===== src/sv/wft_pkg.sv =====
// shared types and constants for the word frequency table
package wft_pkg;

  localparam int MaxEntries = 1024;
  localparam int WordChars  = 49;
  localparam int IdxW       = 10;
  localparam int UsedW      = 11;
  localparam int LenW       = 6;
  localparam int PosW       = 6;
  localparam int CountW     = 24;
  localparam int TotalW     = 32;
  localparam int CharAddrW  = 16;

  localparam logic [CountW-1:0] CountMax = '1;
  localparam logic [TotalW-1:0] TotalMax = '1;

  localparam logic [1:0] StExisting = 2'd0;
  localparam logic [1:0] StNew      = 2'd1;
  localparam logic [1:0] StFull     = 2'd2;

  localparam logic KindWord   = 1'b0;
  localparam logic KindReport = 1'b1;

  typedef struct packed {
    logic            report;
    logic            has_word;
    logic [LenW-1:0] len;
    logic            trunc;
  } job_t;

  typedef struct packed {
    logic              result_kind;
    logic [IdxW-1:0]   entry_index;
    logic [CountW-1:0] entry_count;
    logic [1:0]        word_status;
    logic              word_truncated;
    logic [TotalW-1:0] total_words;
    logic [UsedW-1:0]  distinct_words;
    logic [CountW-1:0] max_count;
    logic [IdxW-1:0]   max_index;
    logic [CountW-1:0] min_count;
    logic [IdxW-1:0]   min_index;
    logic              last_result;
  } res_t;

  function automatic logic is_space(input logic [7:0] c);
    return (c == 8'd32) || (c >= 8'd9 && c <= 8'd13);
  endfunction

  function automatic logic is_punct(input logic [7:0] c);
    return (c >= 8'd33 && c <= 8'd47) || (c >= 8'd58 && c <= 8'd64) ||
           (c >= 8'd91 && c <= 8'd96) || (c >= 8'd123 && c <= 8'd126);
  endfunction

endpackage


===== src/sv/wft_front.sv =====
// front end: splits bytes into words and queues word and report jobs
module wft_front import wft_pkg::*; (
  input  logic            clk,
  input  logic            rst,
  input  logic            in_valid,
  input  logic            in_mode,
  input  logic [7:0]      in_byte,
  output logic            in_ready,
  output logic            job_valid,
  output job_t            job,
  input  logic            job_take,
  input  logic [PosW-1:0] rd_pos,
  output logic [7:0]      rd_char
);
  logic [7:0]      pend [WordChars];
  logic [LenW-1:0] plen;
  logic            povf;
  logic            lpun;
  logic            busy;
  logic            fire;
  logic [7:0]      lc;
  logic [LenW-1:0] trim_len;
  logic            has;

  assign in_ready  = !busy;
  assign fire      = in_valid && in_ready;
  assign lc        = (in_byte >= 8'd65 && in_byte <= 8'd90) ? in_byte + 8'd32 : in_byte;
  assign has       = (plen != '0) || povf;
  assign trim_len  = (plen != '0 && lpun) ? plen - 1'b1 : plen;
  assign job_valid = busy;

  always_ff @(posedge clk) begin
    rd_char <= pend[rd_pos];
  end

  always_ff @(posedge clk) begin
    if (rst) begin
      plen <= '0;
      povf <= 1'b0;
      lpun <= 1'b0;
      busy <= 1'b0;
      job  <= '0;
    end else if (busy) begin
      if (job_take) begin
        busy <= 1'b0;
        plen <= '0;
        povf <= 1'b0;
        lpun <= 1'b0;
      end
    end else if (fire) begin
      if (in_mode || is_space(in_byte)) begin
        if (in_mode || has) begin
          busy         <= 1'b1;
          job.report   <= in_mode;
          job.has_word <= has;
          job.len      <= trim_len;
          job.trunc    <= povf;
        end
      end else if (plen < LenW'(WordChars)) begin
        pend[plen[PosW-1:0]] <= lc;
        plen                 <= plen + 1'b1;
        lpun                 <= is_punct(lc);
      end else begin
        povf <= 1'b1;
      end
    end
  end
endmodule


===== config.mk =====
export PLATFORM = sky130hd
export DESIGN_NAME = wft_front
export DESIGN_NICKNAME = d
export VERILOG_FILES = /design/src/sv/wft_pkg.sv /design/src/sv/wft_front.sv
export SDC_FILE = /design/constraint.sdc
export NUM_CORES = 1
export LEC_CHECK = 0
export BUFFER_PORTS_ARGS = -buffer_cell sky130_fd_sc_hd__buf_4
export CAP_MARGIN = 30
export CORE_MARGIN = 5
export CORE_UTILIZATION = 64
export CTS_CLUSTER_DIAMETER = 60
export DETAILED_ROUTE_END_ITERATION = 10
export PLACE_DENSITY = 0.79
export SYNTH_ARGS = -nofsm -noshare
export SYNTH_HDL_FRONTEND = slang
export SYNTH_SLANG_ARGS = --single-unit

===== constraint.sdc =====
create_clock -name clk -period 9.7 [get_ports clk]
set_clock_uncertainty 0.15 [all_clocks]
set_input_delay 0.485 -clock clk [delete_from_list [all_inputs] [get_ports clk]]
set_output_delay 0.485 -clock clk [all_outputs]
set_load 0.05 [all_outputs]

==> results_dict.tcl <==
set metrics [dict create \
    outcome "complete, no violations" \
    synthToLayoutAreaGrowth_pct 11.2 \
    yosysTopAreaCellShare_pct 71.6 \
    cts.hold.buffers_added 0 \
    grt_pass1_vias 8797 \
    synth_mux_area_share_pct 13.7 \
    cp_slowest_cell "nor2_1" \
    place_congestion 0.831 \
    num_rows 58 \
    grt_use_met1_pct 37.5 \
    synthTopCellsByArea "edfxtp_1 72%, mux4_2 13%, dfxtp_1 3.2%" \
    crit_family "simple AND/OR/NAND/NOR gates" \
    worst_pin_slew_ns 1.02 \
    avgSynthCellArea_um2 19.5 \
    vias 8721 \
    yosysWarningCount 0 \
    synth-simple-area-share_pct 4.73 \
    dp.cells 1174 \
    cts_buffer_depth 3 \
    fmax_mhz 314 \
    powerDensity_mw_per_mm2 206 \
    tritoncts "yes" \
    start_util_pct 65.1 \
    finalCritPeriodShare_pct 32.8 \
    viasPerCell 6.99 \
    synth_ff_type "edfxtp_1" \
    h-tree-depth 2 \
    p_leak_nw 5.77 \
    critPathLaunchType "primary input" \
    setup_viol 0 \
    layout.nets 912 \
    cts_setup_buffers 0 \
    gr-max-usage-layer "met2" \
    ctsResizeCount 0 \
    hold_viol 0 \
    relSlewSlack_pct 32.1 \
    ys_seq_area_share_pct 74.8 \
    grt_max_degree 59 \
    ir_drop_mv 0.155 \
    fin_crit_ns 3.18 \
    use_met2_pct 42.8 \
    drt-pass1-iter-count 5 \
    numClockSinks 418 \
    worst-path-max-fanout 58 \
    grt_use_total_pct 26.3 \
    synth_edf_count 392 \
    worstSkewPairLatency_ns 0.52 \
    stdcell_count 1248 \
    ys_top_cells_by_count "392 x edfxtp_1, 96 x mux4_2, 64 x nor2_1, 27 x o22ai_1, 26 x dfxtp_1" \
    diodes 0 \
    drt-initial-drc-count 1420 \
    wl_per_cell_um 29.6 \
    rsz0062_at_grt "no" \
    numCtsBuffers 41 \
    hp-class "in -> reg" \
    cts-root-buf "clkbuf_16" \
    core_mm2 0.0253 \
    async_flop_share_pct 0 \
    cp-end-kind "flip-flop" \
    ant_nets 0 \
    grt_overflow 0 \
    dp_hpwl_mm 21.3 \
    route.detailed.drc 0 \
    io-pin-count 38 \
    final_max_slew_viol_count 0 \
    die_area_mm2 0.0290 \
    crit_chain "buf_4 -> nor4b_1 -> o21ai_1 -> nand3b_2 -> nor3_1 -> nand3b_1 -> nor2_1" \
    io_buffers 37 \
    synth-compound-area-share_pct 4.22 \
    synth_top_family_by_area "multiplexers" \
    dieWidth_um 170 \
    drv_cap 0 \
    slowest_delay_ns 0.80 \
    wl_mm 37.0 \
    synth_fa_ha_area_share_pct 0.304 \
    yosysUniqueCellTypes 59 \
    syn-num-nets 867 \
    yosysMostFrequentCell "edfxtp_1" \
    grt_pass1_wl_mm 56.3 \
    crit_required_ns 9.69 \
    syn_inst 844 \
    critPathBufInv 1 \
    antenna_found_initial 1 \
    drive_above_1_share_pct 23.1 \
    clk_transition_reported_paths_ns 0.06 \
    met3_usage_pct 4.69 \
    path_class "in -> reg" \
    synth-seq-cells 418 \
    cp.arrival_ns 3.18 \
    synth_top_area_cell "edfxtp_1" \
    tns_ns 0 \
    fp.dieH_um 170 \
    synthXorXnorAreaFrac_pct 0.373 \
    synth_area_mm2 0.0164 \
]
==> worst paths after layout <==
kind	from	endpoint	slack, ns	cells past startpoint
max	in_byte[3]	pend[36][1]	6.52	7
min	rst	job[0]	0.11	2
max reg2reg	job_valid	pend[36][1]	6.76	5
min reg2reg	job[0]	job[0]	0.34	2
==> power by group <==
part	internal, mW	switching, mW	leakage (nW)
Combinational	0.0714	0.136	1.39
Sequential	1.98	0.00460	3.73
Clock	0.927	0.643	0.643
Total	2.98	0.784	5.77
==> cell type report <==
class | instances | area [µm²]
Tap cell | 330 | 413
Sequential cell | 418 | 12300
Fill cell | 1438 | 6970
Timing Repair Buffer | 45 | 382
Clock inverter | 19 | 221
Multi-Input combinational cell | 374 | 3850
Inverter | 9 | 33.8
Clock buffer | 53 | 1090
==> logic make-up (layout without fill, tap and decap cells) <==
logic type / after synthesis / in the layout
flip-flops: 418 / 418
AND/OR/NAND/NOR: 156 / 156
multiplexers: 105 / 105
AO/OA/AOI/OAI: 102 / 102
buffers and inverters: 52 / 126
XOR/XNOR: 7 / 7
adder cells (fa/ha/maj): 4 / 4
==> stage by stage <==
step / setup slack (ns) / power (mW) / util, % / instance area [µm²] / hold WS (ns)
after floorplan: 6.15 / 2.15 / - / 16400 / 0.322
after global placement: 6.12 / 2.22 / 66.9 / 16900 / 0.314
after detailed placement: 6.06 / 2.23 / 67.1 / 17000 / 0.328
after CTS: 6.60 / 3.77 / 72.3 / 18300 / 0.0874
after global routing: 6.39 / 3.87 / 72.4 / 18300 / 0.110
final: 6.52 / 3.76 / 72.4 / 18300 / 0.106
==> cells in the final DEF (no fill, tap or decap), types with 4 or more instances in the layout <==
cell	count
a21oi_1	21
nand3_1	20
mux2i_1	9
clkinv_1	8
mux4_2	96
inv_1	7
bufinv_16	5
o22ai_1	27
clkinv_2	5
ha_1	4
a22oi_1	16
nor3_1	5
xnor2_1	4
nand2_1	22
nor2_1	64
buf_4	42
nand4_1	4
edfxtp_1	392
nor2b_1	6
nand2b_1	5
clkbuf_16	41
or4_1	6
clkbuf_1	10
a31oi_1	6
dfxtp_1	26
or3_1	5
==> state kept, by name (all words and copies together) (netlist names) <==
name       cells
pend         392
rd_char        8
job            9
job_valid      1
povf           1
lpun           1
plen           6
==> metal layers <==
| layer | wire (µm) | share of wire [%] | vias to the layer above |
|---|---|---|---|
| met5 | 0 | 0 | - |
| met4 | 1060 | 2.9 | 0 |
| met3 | 3600 | 9.7 | 86 |
| met2 | 18600 | 50 | 602 |
| met1 | 13700 | 37 | 4457 |
| li1 | - | - | 3576 |
Note: power is estimated with default switching activity, not from simulation.
